--- src/rtl/core/assert_macros.svh ---
// Assertion macros shared by the RTL files of the date query block.
// Depends on nothing; the bodies are empty when SYNTHESIS is defined.
`ifndef ASSERT_MACROS_SVH
`define ASSERT_MACROS_SVH

`ifndef SYNTHESIS

`define ASSERT_HOLDS(lbl, clk, rst_n, expr) \
	lbl: assert property (@(posedge clk) disable iff (!rst_n) (expr)) \
		else $error("assertion failed");

`define ASSERT_IMPLIES(lbl, clk, rst_n, ante, cons) \
	lbl: assert property (@(posedge clk) disable iff (!rst_n) (ante) |-> (cons)) \
		else $error("assertion failed");

`define ASSERT_LATER(lbl, clk, rst_n, ante, cons) \
	lbl: assert property (@(posedge clk) disable iff (!rst_n) (ante) |=> (cons)) \
		else $error("assertion failed");

`else

`define ASSERT_HOLDS(lbl, clk, rst_n, expr)
`define ASSERT_IMPLIES(lbl, clk, rst_n, ante, cons)
`define ASSERT_LATER(lbl, clk, rst_n, ante, cons)

`endif

`endif

--- src/rtl/core/cdq_pkg.sv ---
// Types, constants and calendar tables for the date query pipeline.
// Depends on nothing; used by every module of the block.
package cdq_pkg;

	localparam int YEAR_W   = 14;
	localparam int SHIFT_W  = 15;
	localparam int QUO_W    = 8;
	localparam int SUM_W    = 15;
	localparam int Q7_W     = 12;

	localparam logic [SHIFT_W-1:0] YEAR_OFFSET = 15'd400;
	localparam logic [14:0] DIV100_MUL = 15'd20972;
	localparam int DIV100_SHIFT = 21;
	localparam logic [14:0] DIV7_MUL = 15'd18725;
	localparam int DIV7_SHIFT = 17;

	typedef struct packed {
		logic [13:0] year;
		logic [3:0]  month;
		logic [4:0]  day;
	} query_t;

	typedef struct packed {
		logic [2:0] weekday;
		logic       leap_year;
		logic [4:0] month_length;
		logic       end_of_week;
		logic       weekend;
		logic       business_day;
		logic [2:0] days_to_week_end;
		logic [4:0] days_to_month_end;
		logic [8:0] days_to_year_end;
		logic       date_valid;
	} result_t;

	typedef struct packed {
		logic [YEAR_W-1:0]  year;
		logic [3:0]         month;
		logic [4:0]         day;
		logic [SHIFT_W-1:0] yy;
		logic [3:0]         mm;
		logic [QUO_W-1:0]   qy;
		logic [QUO_W-1:0]   qyy;
	} div_t;

	typedef struct packed {
		logic             leap;
		logic [4:0]       mlen;
		logic             valid;
		logic [4:0]       dtm;
		logic [8:0]       dty;
		logic [SUM_W-1:0] wsum;
	} cal_t;

	function automatic logic [4:0] month_days(input logic [3:0] m);
		case (m)
			4'd1, 4'd3, 4'd5, 4'd7, 4'd8, 4'd10, 4'd12: month_days = 5'd31;
			4'd4, 4'd6, 4'd9, 4'd11: month_days = 5'd30;
			4'd2: month_days = 5'd28;
			default: month_days = 5'd0;
		endcase
	endfunction

	function automatic logic [8:0] days_before(input logic [3:0] m);
		case (m)
			4'd1: days_before = 9'd0;
			4'd2: days_before = 9'd31;
			4'd3: days_before = 9'd59;
			4'd4: days_before = 9'd90;
			4'd5: days_before = 9'd120;
			4'd6: days_before = 9'd151;
			4'd7: days_before = 9'd181;
			4'd8: days_before = 9'd212;
			4'd9: days_before = 9'd243;
			4'd10: days_before = 9'd273;
			4'd11: days_before = 9'd304;
			4'd12: days_before = 9'd334;
			default: days_before = 9'd0;
		endcase
	endfunction

	// Floor of 31 * mm / 12 for the shifted month.
	function automatic logic [5:0] month_term(input logic [3:0] mm);
		case (mm)
			4'd0: month_term = 6'd0;
			4'd1: month_term = 6'd2;
			4'd2: month_term = 6'd5;
			4'd3: month_term = 6'd7;
			4'd4: month_term = 6'd10;
			4'd5: month_term = 6'd12;
			4'd6: month_term = 6'd15;
			4'd7: month_term = 6'd18;
			4'd8: month_term = 6'd20;
			4'd9: month_term = 6'd23;
			4'd10: month_term = 6'd25;
			4'd11: month_term = 6'd28;
			4'd12: month_term = 6'd31;
			4'd13: month_term = 6'd33;
			4'd14: month_term = 6'd36;
			4'd15: month_term = 6'd38;
			default: month_term = 6'd0;
		endcase
	endfunction

endpackage

--- src/rtl/core/calendar_date_query.sv ---
// Top level of the Gregorian date query pipeline.
// Depends on cdq_pkg, cdq_divide, cdq_calendar, cdq_weekday and assert_macros.svh.
//
//  channel  | handshake          | payload
//  ---------+--------------------+-----------------------------
//  query    | start, busy        | query  (year, month, day)
//  result   | done (one cycle)   | result (weekday, counts, flags)
//
// One date is taken in every cycle; busy stays low since the pipeline never stops.
// Each result leaves once its query has passed through the five register stages.
// The division of the year by one hundred takes one stage and the reduction modulo seven two.
// Reset clears only the valid bits; there is no stall on either side.
`include "assert_macros.svh"

module calendar_date_query (
	input  logic             clk,
	input  logic             arst_n,
	input  logic             start,
	output logic             busy,
	input  cdq_pkg::query_t  query,
	output logic             done,
	output cdq_pkg::result_t result
);
	import cdq_pkg::*;

	logic div_valid;
	div_t div;
	logic cal_valid;
	cal_t cal;

	assign busy = 1'b0;

	cdq_divide u_divide (
		.clk         (clk),
		.arst_n      (arst_n),
		.query_valid (start && !busy),
		.query       (query),
		.div_valid   (div_valid),
		.div         (div)
	);

	cdq_calendar u_calendar (
		.clk       (clk),
		.arst_n    (arst_n),
		.div_valid (div_valid),
		.div       (div),
		.cal_valid (cal_valid),
		.cal       (cal)
	);

	cdq_weekday u_weekday (
		.clk       (clk),
		.arst_n    (arst_n),
		.cal_valid (cal_valid),
		.cal       (cal),
		.done      (done),
		.result    (result)
	);

	`ASSERT_LATER(a_latency, clk, arst_n, start && !busy, ##4 done)
	`ASSERT_IMPLIES(a_invalid_zero, clk, arst_n, done && !result.date_valid,
		(result.weekday == 3'd0) && (result.days_to_year_end == 9'd0)
		&& (result.days_to_month_end == 5'd0) && !result.business_day)
	`ASSERT_IMPLIES(a_valid_counts, clk, arst_n, done && result.date_valid,
		(result.days_to_month_end != 5'd0)
		&& (result.days_to_month_end <= result.month_length)
		&& (result.weekday <= 3'd6)
		&& (result.business_day == !result.weekend))
	`ASSERT_IMPLIES(a_weekend_flag, clk, arst_n, done && result.date_valid,
		result.weekend == ((result.weekday == 3'd0) || (result.weekday == 3'd6)))

endmodule

--- src/rtl/core/cdq_divide.sv ---
// Input register and reciprocal division by one hundred of the year.
// Depends on cdq_pkg.
module cdq_divide (
	input  logic            clk,
	input  logic            arst_n,
	input  logic            query_valid,
	input  cdq_pkg::query_t query,
	output logic            div_valid,
	output cdq_pkg::div_t   div
);
	import cdq_pkg::*;

	logic   v_s1;
	query_t q_s1;
	logic   v_s2;
	div_t   d_s2;

	logic               shift_a;
	logic [SHIFT_W-1:0] yy;
	logic [3:0]         mm;
	logic [29:0]        prod_y;
	logic [29:0]        prod_yy;

	always_ff @(posedge clk or negedge arst_n) begin
		if (!arst_n) begin
			v_s1 <= 1'b0;
			v_s2 <= 1'b0;
		end else begin
			v_s1 <= query_valid;
			v_s2 <= v_s1;
		end
	end

	always_comb begin
		shift_a = (q_s1.month <= 4'd2);
		yy      = SHIFT_W'(q_s1.year) + YEAR_OFFSET - SHIFT_W'(shift_a);
		mm      = shift_a ? (q_s1.month + 4'd10) : (q_s1.month - 4'd2);
		prod_y  = 30'(q_s1.year) * 30'(DIV100_MUL);
		prod_yy = 30'(yy) * 30'(DIV100_MUL);
	end

	always_ff @(posedge clk) begin
		q_s1       <= query;
		d_s2.year  <= q_s1.year;
		d_s2.month <= q_s1.month;
		d_s2.day   <= q_s1.day;
		d_s2.yy    <= yy;
		d_s2.mm    <= mm;
		d_s2.qy    <= prod_y[DIV100_SHIFT +: QUO_W];
		d_s2.qyy   <= prod_yy[DIV100_SHIFT +: QUO_W];
	end

	assign div_valid = v_s2;
	assign div       = d_s2;

endmodule

--- src/rtl/core/cdq_calendar.sv ---
// Leap rule, month length, validity, day counts and the weekday sum.
// Depends on cdq_pkg.
module cdq_calendar (
	input  logic          clk,
	input  logic          arst_n,
	input  logic          div_valid,
	input  cdq_pkg::div_t div,
	output logic          cal_valid,
	output cdq_pkg::cal_t cal
);
	import cdq_pkg::*;

	logic v_s3;
	cal_t c_s3;

	logic [YEAR_W-1:0] rem100;
	logic              leap;
	logic              month_ok;
	logic [4:0]        mlen;
	logic              valid;
	logic [8:0]        doy;
	logic [8:0]        ylen;
	logic [SUM_W-1:0]  wsum;

	always_ff @(posedge clk or negedge arst_n) begin
		if (!arst_n) begin
			v_s3 <= 1'b0;
		end else begin
			v_s3 <= div_valid;
		end
	end

	always_comb begin
		rem100   = div.year - YEAR_W'(div.qy) * YEAR_W'(100);
		leap     = ((div.year[1:0] == 2'd0) && (rem100 != '0))
			|| ((rem100 == '0) && (div.qy[1:0] == 2'd0));
		month_ok = div.month inside {[4'd1:4'd12]};
		mlen     = (div.month == 4'd2) ? (leap ? 5'd29 : 5'd28) : month_days(div.month);
		if (!month_ok) begin
			mlen = 5'd0;
		end
		valid = month_ok && (div.day != 5'd0) && (div.day <= mlen);
		doy   = days_before(div.month) + 9'(div.day) + 9'(leap && (div.month > 4'd2));
		ylen  = leap ? 9'd366 : 9'd365;
		wsum  = SUM_W'(div.day) + div.yy + SUM_W'(div.yy[SHIFT_W-1:2])
			- SUM_W'(div.qyy) + SUM_W'(div.qyy[QUO_W-1:2]) + SUM_W'(month_term(div.mm));
	end

	always_ff @(posedge clk) begin
		c_s3.leap  <= leap;
		c_s3.mlen  <= mlen;
		c_s3.valid <= valid;
		c_s3.dtm   <= valid ? (mlen - div.day + 5'd1) : 5'd0;
		c_s3.dty   <= valid ? (ylen - doy + 9'd1) : 9'd0;
		c_s3.wsum  <= wsum;
	end

	assign cal_valid = v_s3;
	assign cal       = c_s3;

endmodule

--- src/rtl/core/cdq_weekday.sv ---
// Reduction of the weekday sum modulo seven and the result register.
// Depends on cdq_pkg.
module cdq_weekday (
	input  logic             clk,
	input  logic             arst_n,
	input  logic             cal_valid,
	input  cdq_pkg::cal_t    cal,
	output logic             done,
	output cdq_pkg::result_t result
);
	import cdq_pkg::*;

	logic          v_s4;
	cal_t          c_s4;
	logic [Q7_W-1:0] q7_s4;
	logic          v_s5;
	result_t       r_s5;

	logic [29:0]      prod7;
	logic [SUM_W-1:0] rem7;
	logic [2:0]       wd;
	logic             wknd;

	always_ff @(posedge clk or negedge arst_n) begin
		if (!arst_n) begin
			v_s4 <= 1'b0;
			v_s5 <= 1'b0;
		end else begin
			v_s4 <= cal_valid;
			v_s5 <= v_s4;
		end
	end

	always_comb begin
		prod7 = 30'(cal.wsum) * 30'(DIV7_MUL);
		rem7  = c_s4.wsum - SUM_W'(q7_s4) * SUM_W'(7);
		wd    = c_s4.valid ? rem7[2:0] : 3'd0;
		wknd  = c_s4.valid && ((wd == 3'd6) || (wd == 3'd0));
	end

	always_ff @(posedge clk) begin
		c_s4                   <= cal;
		q7_s4                  <= prod7[DIV7_SHIFT +: Q7_W];
		r_s5.weekday           <= wd;
		r_s5.leap_year         <= c_s4.leap;
		r_s5.month_length      <= c_s4.mlen;
		r_s5.end_of_week       <= c_s4.valid && (wd == 3'd6);
		r_s5.weekend           <= wknd;
		r_s5.business_day      <= c_s4.valid && !wknd;
		r_s5.days_to_week_end  <= c_s4.valid ? (3'd6 - wd) : 3'd0;
		r_s5.days_to_month_end <= c_s4.dtm;
		r_s5.days_to_year_end  <= c_s4.dty;
		r_s5.date_valid        <= c_s4.valid;
	end

	assign done   = v_s5;
	assign result = r_s5;

endmodule

--- config.mk ---
export PLATFORM = sky130hd
export DESIGN_NAME = calendar_date_query
export DESIGN_NICKNAME = d
export VERILOG_FILES = /design/src/rtl/core/cdq_pkg.sv /design/src/rtl/core/calendar_date_query.sv /design/src/rtl/core/cdq_divide.sv /design/src/rtl/core/cdq_calendar.sv /design/src/rtl/core/cdq_weekday.sv
export VERILOG_INCLUDE_DIRS = /design/src /design/src/rtl/core
export SDC_FILE = /design/constraint.sdc
export NUM_CORES = 1
export LEC_CHECK = 0
export ABC_AREA = 1
export BUFFER_PORTS_ARGS = -buffer_cell sky130_fd_sc_hd__buf_4
export CAP_MARGIN = 15
export CORE_ASPECT_RATIO = 2
export CORE_MARGIN = 2
export CORE_UTILIZATION = 58
export DETAILED_ROUTE_END_ITERATION = 7
export PLACE_DENSITY = 0.83
export SLEW_MARGIN = 20
export SYNTH_ARGS = -nofsm -noshare
export SYNTH_HDL_FRONTEND = slang
export SYNTH_SLANG_ARGS = --single-unit
--- constraint.sdc ---
create_clock -name clk -period 6.1 [get_ports clk]
set_input_delay 0.61 -clock clk [delete_from_list [all_inputs] [get_ports clk]]
set_output_delay 0.61 -clock clk [all_outputs]
set_load 0.005 [all_outputs]
== Word level (Yosys, flattened, before mapping) ==
Memories as Yosys holds them, arrays and structs flattened. A register that Yosys moved wholly into a read port is not among the register bits.
Index checks and enable logic that the tools add are counted.
Operators by class
  order comparisons: 5
  shifts and indexed selects: 0
  $mul: 5
  mux-type cells: 6
  eq/ne operators: 2
  reductions and logical operators: 18
  bitwise gates (word level): 0
  add/subtract/negate cells: 18
  divide/modulo/power cells: 0
Operators with widths (count)
  15-bit by 6-bit adder with 15-bit output: 2
  15-bit by 15-bit multiplier with 29-bit output (second input constant): 1
  14-bit by 13-bit multiplier with 27-bit output (second input constant): 1
  15-bit by 13-bit multiplier with 27-bit output (second input constant): 1
  14-bit by 9-bit adder with 15-bit output (second input constant): 1
  15-bit by 13-bit adder with 15-bit output: 1
  5-bit by 15-bit adder with 15-bit output: 1
  15-bit by 1-bit subtractor with 15-bit output: 1
  15-bit by 8-bit subtractor with 15-bit output: 1
  14-bit logical NOT: 1
  14-bit nonzero test: 1
  14-bit subtractor: 1
  12-bit by 3-bit multiplier with 3-bit output (second input constant): 1
  8-bit by 5-bit multiplier with 12-bit output (second input constant): 1
  5-bit 2-to-1 mux: 2
  9-bit by 1-bit adder with 9-bit output: 1
  9-bit by 1-bit adder with 9-bit output (second input constant): 1
  9-bit by 5-bit adder with 9-bit output: 1
  1-bit logical AND: 9
  9-bit subtractor: 1
  5-bit by 1-bit adder with 5-bit output (second input constant): 1
  5-bit less-or-equal comparator: 1
  5-bit nonzero test: 1
  5-bit subtractor: 1
  18 further kinds: 20
Storage, ports and cells
  bits in latches: 0
  RAM bits: 0
  logic and storage cells: 94
  memory bits (read-only): 320
  memories: 3
  output and inout port bits: 32
  bits in registers: 184
Memory list
  (name not given): depth 16, width 9, rd ports 1, clocked after Yosys merged registers in 1, wr ports 0, line cdq_pkg.sv:65  | case (m)
  (name not given): depth 16, width 6, rd ports 1, clocked after Yosys merged registers in 1, wr ports 0, line cdq_pkg.sv:84  | case (mm)
  (name not given): depth 16, width 5, rd ports 1, clocked after Yosys merged registers in 1, wr ports 0, line cdq_pkg.sv:56  | case (m)

== Longest topological paths before layout ==
Gate-level depths: netlist of the first run.
  word-level depth: 10
  mapped depth: 37
  mapped depth without buffers: 37

== Cells and area by module ==
From an unflattened synthesis of the first run, not the netlist that was laid out.
Unflattened totals
  cells, all modules: 2237
  area total of the unflattened synthesis: 18926.9 um^2
Modules (own cells, without submodules)
  cdq_divide: cells an instance 1207, instances 1, area an instance 10338.7 um^2
  cdq_calendar: cells an instance 629, instances 1, area an instance 4828.4 um^2
  cdq_weekday: cells an instance 399, instances 1, area an instance 3748.6 um^2
  calendar_date_query: cells an instance 2, instances 1, area an instance 11.3 um^2

== Worst setup path before layout of the first run ==
No wires, ideal clock.
  path kind: reg-to-reg
  from: register u_divide.q_s1[5] (netlist bit)
  to: register u_divide.d_s2 (netlist bit u_divide.div[7])
  clock period less this slack: 6581 ps
  required time: 5988 ps
  stages on the path, launching flop included: 32
  path slack: -481 ps
  arrival time: 6469 ps
  path buffers: 0
  path through: dfxtp_1 inv_1 ha_1 o21ai_2 nor2_2 ha_1 inv_1 ha_1 inv_1 fa_1 o21ai_2 nand2_1 nand2_1 a211oi_1 o21ai_1 xor2_1 fa_1 ha_1 fa_1 fa_1 inv_1 fa_1 inv_1 ha_1 a21oi_1 o21ai_0 a21oi_1 nand3_1 a21oi_1 inv_1 nand2_1 nand2_1
On the way
  word-level cells in the longest chain between the ends: 3
RTL lines
  start, declared: line cdq_divide.sv:14  | query_t q_s1;
  start signal, assigned: line cdq_divide.sv:43  | q_s1 <= query;
  4-bit by 2-bit less-or-equal comparator with 1-bit output: line cdq_divide.sv:35  | shift_a = (q_s1.month <= 4'd2);
  15-bit by 1-bit subtractor with 15-bit output: line cdq_divide.sv:36  | yy = SHIFT_W'(q_s1.year) + YEAR_OFFSET - SHIFT_W'(shift_a);
  net u_divide.yy[11]: line cdq_divide.sv:19  | logic [SHIFT_W-1:0] yy;
  15-bit by 13-bit multiplier with 27-bit output: line cdq_divide.sv:39  | prod_yy = 30'(yy) * 30'(DIV100_MUL);
  net u_divide.prod_yy[28]: line cdq_divide.sv:22  | logic [29:0] prod_yy;
  end, declared: line cdq_divide.sv:16  | div_t d_s2;
The timed path passes the listed nets, and every way through them passes these cells.
A chain may end at the register's enable or synchronous reset.

== Final worst setup path of the first run ==
Ends and elaborated chain as after synthesis.

==> metrics.cfg, run 1 <==
[job]
drv_cap = 0

[synthesis]
synth.cell_area_um2 = 18000
syn-num-nets = 2556
synth_top_area_share = 0.271
synth_warnings = 0
yosys-top-cells-area = ha_1, fa_1, dfxtp_1
syn_avg_cell_area_um2 = 9.24
seq_area_frac_synth = 0.210
postSynth.asyncResetShare = 0.0267
syn_inst = 1945
yosysTopAreaCell = ha_1
synth_seq_cells = 187
yosysUniqueCellTypes = 50
synth_edf_count = 0
synthFlopType = dfxtp_1

[cells_and_area]
fin_util = 0.687
nets = 2727
area_growth_pct = 17.1
final_layout_size_suffix_gt1_frac = 0.151
n_antenna_cell = 0
stdcell_count = 2501
layout_common_cells = inv_1, ha_1, fa_1
fillCellCount = 2041
final_common_cell = inv_1

[routing]
drc = 0
firstDrtPassIters = 6
vias_per_cell = 5.57
drt_iter0_drc = 986
wirelength_mm = 45.6
antenna_left = 0
routed-via-count = 13935
post_drt_wl_per_cell_um = 18.2

[grt]
grt_first_pass_wirelength_mm = 68.3
grt_overflow = 0
antenna_found_initial = 0
grt_pass1_vias = 14609
grt_max_degree = 21
grt_usage = 0.267

[hold_path]
min_path_type = in2reg
min_to = u_divide.q_s1[12]
holdCritStartpoint = query[12]
whs_path_depth = 1

[floorplan]
die_y_um = 253
num_rows = 91
dieArea_um2 = 32500
io_pins = 58
start_util = 0.587
core_area_um2 = 30600
fp.dieW_um = 128

[clock_tree]
cts-root-buf = clkbuf_16
htreeDepth = 4
clock_path_buffers = 2
clk_latency_ns = 0.47
tritoncts = yes
cts.sink_count = 187
cts_made_buffers = 17
clk_pin_slew_ns = 0.08

[critical_path]
worstSetupStartpoint = u_divide.q_s1[5]
path_max_fanout = 5
r2r_setup_slack_ns = -0.38
arrival_ns = 6.84
cp-end-kind = register
worstPathRequired_ns = 6.47
cpMaxStageDelayCell = fa_1
crit_path_frequent_cell = ha_4
r2r_cells = 34
r2r_end = u_divide.div[7]
startpoint_type = register
critical_path_class = reg2reg
slowest_delay_ns = 0.59
r2r_start = u_divide.q_s1[5]

[placement]
place_hpwl_mm = 31.9
placed_cells = 2441
io_buffers = 56
place.gp.congestion = 0.930

[timing]
drv_slew = 0
slew_headroom = 0.612
fin_worst_skew_ns = 0.0157
rsz0062_at_grt = yes
worst_pin_slew_ns = 0.576
setup_ws_ns = -0.377
hold-worst-slack_ns = 0.235
hold_viol = 0
period_share = 1.06
setup_viol = 8
max_freq_mhz = 154
post-route-min-period_ns = 6.48

[run_status]
failed_checks = setup timing
outcome = finished with violations

[state kept, by name (all words and copies together), names as in the netlist, named ones only]
| register | count |
|---|---|
| u_weekday.c_s4 | 22 |
| u_weekday.done | 1 |
| u_divide.v_s1 | 1 |
| u_divide.div | 54 |
| u_weekday.q7_s4 | 3 |
| u_divide.div_valid | 1 |
| u_weekday.v_s4 | 1 |
| u_weekday.result | 28 |
| u_calendar.cal | 34 |
| u_divide.q_s1 | 23 |
| u_calendar.cal_valid | 1 |
[worst max-delay path by stage]
stage	end	slack, ns	cells after the start
after floorplan	u_divide.div[7]	-0.01	31
after global placement	u_divide.div[7]	-0.09	34
after detailed placement	u_divide.div[2]	-0.20	33
after CTS	u_divide.div[7]	-0.07	37
after global routing	u_divide.div[5]	-0.55	33
final	u_divide.div[7]	-0.38	34
[routing by layer]
metal	wire, um	up-vias	GRT usage
met5	0	-	0
met4	3010	0	0.143
met3	2540	213	0.0389
met2	23600	562	0.482
met1	16400	6692	0.299
li1	-	6468	-
[synth_stat cells (3+ instances only)]
cell type  number
a211oi_1        4
a21o_1          8
a21oi_1        88
a31oi_1         8
and3_1          3
buf_4           3
dfrtp_1         5
dfxtp_1       182
fa_1          196
ha_1          389
inv_1         483
inv_2           4
nand2_1       202
nand2_2         3
nand3_1        61
nand4_1        15
nor2_1         83
nor3_1         27
nor4_1          4
o211ai_1        5
o21a_1          6
o21ai_0        56
o21bai_1        7
xnor2_1        24
xor2_1         45
[worst max-delay path: cells and delay by family (launching register included)]
family / cells / cell delay [ns]
fa+ha+maj: 10 / 3.47
compound gates: 6 / 0.95
flops: 1 / 0.36
xor+xnor: 1 / 0.06
buf+inv: 8 / 0.67
simple gates: 9 / 0.84
[final cells by class]
type,count,area (um^2),area share
Clock buffer,17,425,0.0202
Clock inverter,15,240,0.0114
Inverter,487,1830,0.0871
Multi-Input combinational cell,1265,13100,0.621
Sequential cell,187,3770,0.179
Tap cell,372,465,0.0221
Timing Repair Buffer,158,1240,0.0589
[cell families after synthesis]
group | count (synthesis) | synth area share
AND/OR/NAND/NOR | 409 | 0.0975
buffers and inverters | 493 | 0.104
adder cells (fa/ha/maj) | 585 | 0.489
other | 1 | 0.000209
AO/OA/AOI/OAI | 200 | 0.0648
flip-flops | 187 | 0.210
XOR/XNOR | 70 | 0.0345
[what timing repair did]
action | 4_1_cts | 5_1_grt
endpoints found under the hold margin | 5 | 0
setup buffers | 13 | 15
hold buffers | 1 | 0
pin swaps | 60 | 65
gates resized for setup | 67 | 79
endpoints found under the setup margin | 9 | 13
[per-stage QoR]
step           instance area [um^2]  setup WS, ns  TNS [ns]
2_1_floorplan                 18000       -0.0119   -0.0119
3_3_place_gp                  19400       -0.0921    -0.356
3_5_place_dp                  19400        -0.196     -1.21
4_1_cts                       20600       -0.0747    -0.404
5_1_grt                       21000        -0.550     -4.20
6_report                      21000        -0.377     -2.60
Power of run 1 is left out: the tool's default activity adds up to more than one toggle a clock period on the data nets, which glitch-free logic cannot reach.
==> run 2, diff against run 1 <==
--- a/config.mk
+++ b/config.mk
@@ -13,5 +13,6 @@
 export CORE_MARGIN = 2
-export CORE_UTILIZATION = 58
+export CORE_UTILIZATION = 59
+export CTS_BUF_LIST = sky130_fd_sc_hd__clkbuf_2
 export DETAILED_ROUTE_END_ITERATION = 7
-export PLACE_DENSITY = 0.83
+export PLACE_DENSITY = 0.84
 export SLEW_MARGIN = 20
--- a/constraint.sdc
+++ b/constraint.sdc
@@ -3,2 +3,2 @@
 set_output_delay 0.61 -clock clk [all_outputs]
-set_load 0.005 [all_outputs]
+set_load 0.05 [all_outputs]
==> run 2 against run 1 <==
  * The flow still finishes with violations (setup timing)
  * Flip-flop and latch count did not move
  * Final cell count grew 2.0%
  * Critical path depth is the same
  * Register-to-register slack gained 0.05 ns
  * Count of clock-buffer cells in the layout up 1
  * Global-route usage rose by 2.0 points
  * Routed wire length decreased by 2.1%
  * Final area down 0.66%
  * Clock skew is 0.046 ns higher
  * Largest cell class unchanged
==> metrics.cfg, run 2 (synthesis gave the netlist of run 1 again) <==
[floorplan]
io_pins = 58  ; unchanged
dieArea_um2 = 31900  ; was 32500 um^2
core_area_um2 = 30100  ; was 30600 um^2
num_rows = 90  ; was 91
start_util = 0.597  ; was 0.587
die_y_um = 251  ; was 253 um
fp.dieW_um = 127  ; was 128 um

[critical_path]
cp-end-kind = register  ; unchanged
startpoint_type = register  ; unchanged
r2r_start = u_divide.q_s1[5]  ; unchanged
critical_path_class = reg2reg  ; unchanged
r2r_setup_slack_ns = -0.33  ; was -0.38 ns
arrival_ns = 7.28  ; was 6.84 ns
crit_path_frequent_cell = fa_1  ; was ha_4
r2r_end = u_divide.div[6]  ; was u_divide.div[7]
r2r_cells = 34  ; unchanged
slowest_delay_ns = 0.56  ; was 0.59 ns
path_max_fanout = 3  ; was 5
worstPathRequired_ns = 6.95  ; was 6.47 ns
cpMaxStageDelayCell = fa_1  ; unchanged

[run_status]
outcome = finished with violations  ; unchanged
failed_checks = setup timing  ; unchanged

[grt]
grt_usage = 0.287  ; was 0.267
grt_pass1_vias = 15545  ; was 14.6k
grt_first_pass_wirelength_mm = 70.7  ; was 68.3 mm
grt_util_met2 = 0.570  ; was 0.482
grt_use_met1 = 0.220  ; was 0.299
antenna_found_initial = 2  ; was 0
met3_usage = 0.0453  ; was 0.0389
grt_overflow = 0  ; unchanged
grt.busiest_layer = met2  ; unchanged
grt_max_degree = 19  ; was 21

[placement]
io_buffers = 56  ; unchanged
place_hpwl_mm = 37.3  ; was 31.9 mm
place.gp.congestion = 0.983  ; was 0.930

[clock_tree]
cts.sink_count = 187  ; unchanged
cts_made_buffers = 17  ; unchanged
clk_latency_ns = 0.90  ; was 0.47 ns
clk_pin_slew_ns = 0.33  ; was 0.08 ns
tritoncts = yes  ; unchanged
clock_path_buffers = 2  ; unchanged
htreeDepth = 4  ; unchanged
cts-root-buf = clkbuf_2  ; was clkbuf_16

[timing]
period_share = 1.05  ; was 1.06
rsz0062_at_grt = yes  ; unchanged
worst_pin_slew_ns = 0.603  ; was 0.576 ns
slew_headroom = 0.598  ; was 0.612
setup_ws_ns = -0.330  ; was -0.377 ns
drv_slew = 0  ; unchanged
tns_ns = -1.60  ; was -2.60 ns
fin_worst_skew_ns = 0.0622  ; was 0.0157 ns
post-route-min-period_ns = 6.43  ; was 6.48 ns
hold_viol = 0  ; unchanged
max_freq_mhz = 156  ; was 154 MHz
hold-worst-slack_ns = 0.319  ; was 0.235 ns
setup_viol = 8  ; unchanged

[routing]
drt_iter0_drc = 540  ; was 986
antenna_left = 0  ; unchanged
wirelength_mm = 44.6  ; was 45.6 mm
routed-via-count = 13867  ; about the same
post_drt_wl_per_cell_um = 17.5  ; was 18.2 um
drc = 0  ; unchanged
vias_per_cell = 5.44  ; was 5.57
firstDrtPassIters = 6  ; unchanged

[cells_and_area]
final_layout_size_suffix_gt1_frac = 0.155  ; was 0.151
layout_common_cells = inv_1, ha_1, fa_1  ; unchanged
top_register = u_divide.div  ; unchanged
area_growth_pct = 16.3  ; was 17.1%
fin_util = 0.695  ; was 0.687
largest_reg_flops = 54  ; unchanged
final_common_cell = inv_1  ; unchanged
nets = 2778  ; was 2727

[hold_path]
holdCritStartpoint = query[8]  ; was query[12]
min_to = u_divide.q_s1[8]  ; was u_divide.q_s1[12]
whs_path_depth = 2  ; was 1
min_path_type = in2reg  ; unchanged

[job]
drv_cap = 0  ; unchanged

-- run 2: repair_timing --
item | 4_1_cts | 5_1_grt
gates resized for setup | 67 | 55
pin swaps | 37 | 56
endpoints found under the hold margin | 29 | 0
hold buffers | 26 | 0
setup endpoints to repair | 9 | 13
setup buffers | 12 | 13
-- run 2: area by class of cell --
class                   instances  area [um^2]
diodes                          2         5.00
well taps                     368          460
clock buffers                  18         90.1
fillers                      2119         9180
multi-input cells            1265        12900
repair buffers                209         1660
inverters                     487         1830
clock inverters                14          134
flip-flops and latches        187         3780
-- run 2: metal layers --
metal	vias to the layer above	share of wire
li1	6558	-
met1	6676	0.30
met2	393	0.56
met3	240	0.030
met4	0	0.11
met5	-	0
-- run 2: how the worst max path moves through the flow --
stage | startpoint | to | slack (ns) | cells past startpoint
after floorplan | u_divide.q_s1[5] | u_divide.div[7] | -0.01 | 31
after global placement | u_divide.q_s1[5] | u_divide.div[7] | -0.12 | 36
after detailed placement | u_divide.q_s1[5] | u_divide.div[2] | -0.24 | 34
after CTS | u_divide.q_s1[5] | u_divide.div[2] | -0.15 | 34
after global routing | u_divide.q_s1[5] | u_divide.div[7] | -0.52 | 35
final | u_divide.q_s1[5] | u_divide.div[6] | -0.33 | 34
-- run 2: per-stage QoR --
step	cells	instance area (um^2)	setup slack (ns)
2_1_floorplan	1945	18000	-0.0119
3_3_place_gp	2466	19700	-0.123
3_5_place_dp	2466	19700	-0.235
4_1_cts	2535	20500	-0.145
5_1_grt	2550	20900	-0.521
6_report	2550	20900	-0.330
-- run 2: critical path, delay by kind of cell (launching register included) --
kind,cells,cell delay [ns]
AO/OA/AOI/OAI,6,0.86
XOR/XNOR,2,0.31
flip-flops,1,0.44
adder cells (fa/ha/maj),10,3.37
buffers and inverters,7,0.47
AND/OR/NAND/NOR,9,0.92
Power of run 2 is left out for the same reason.
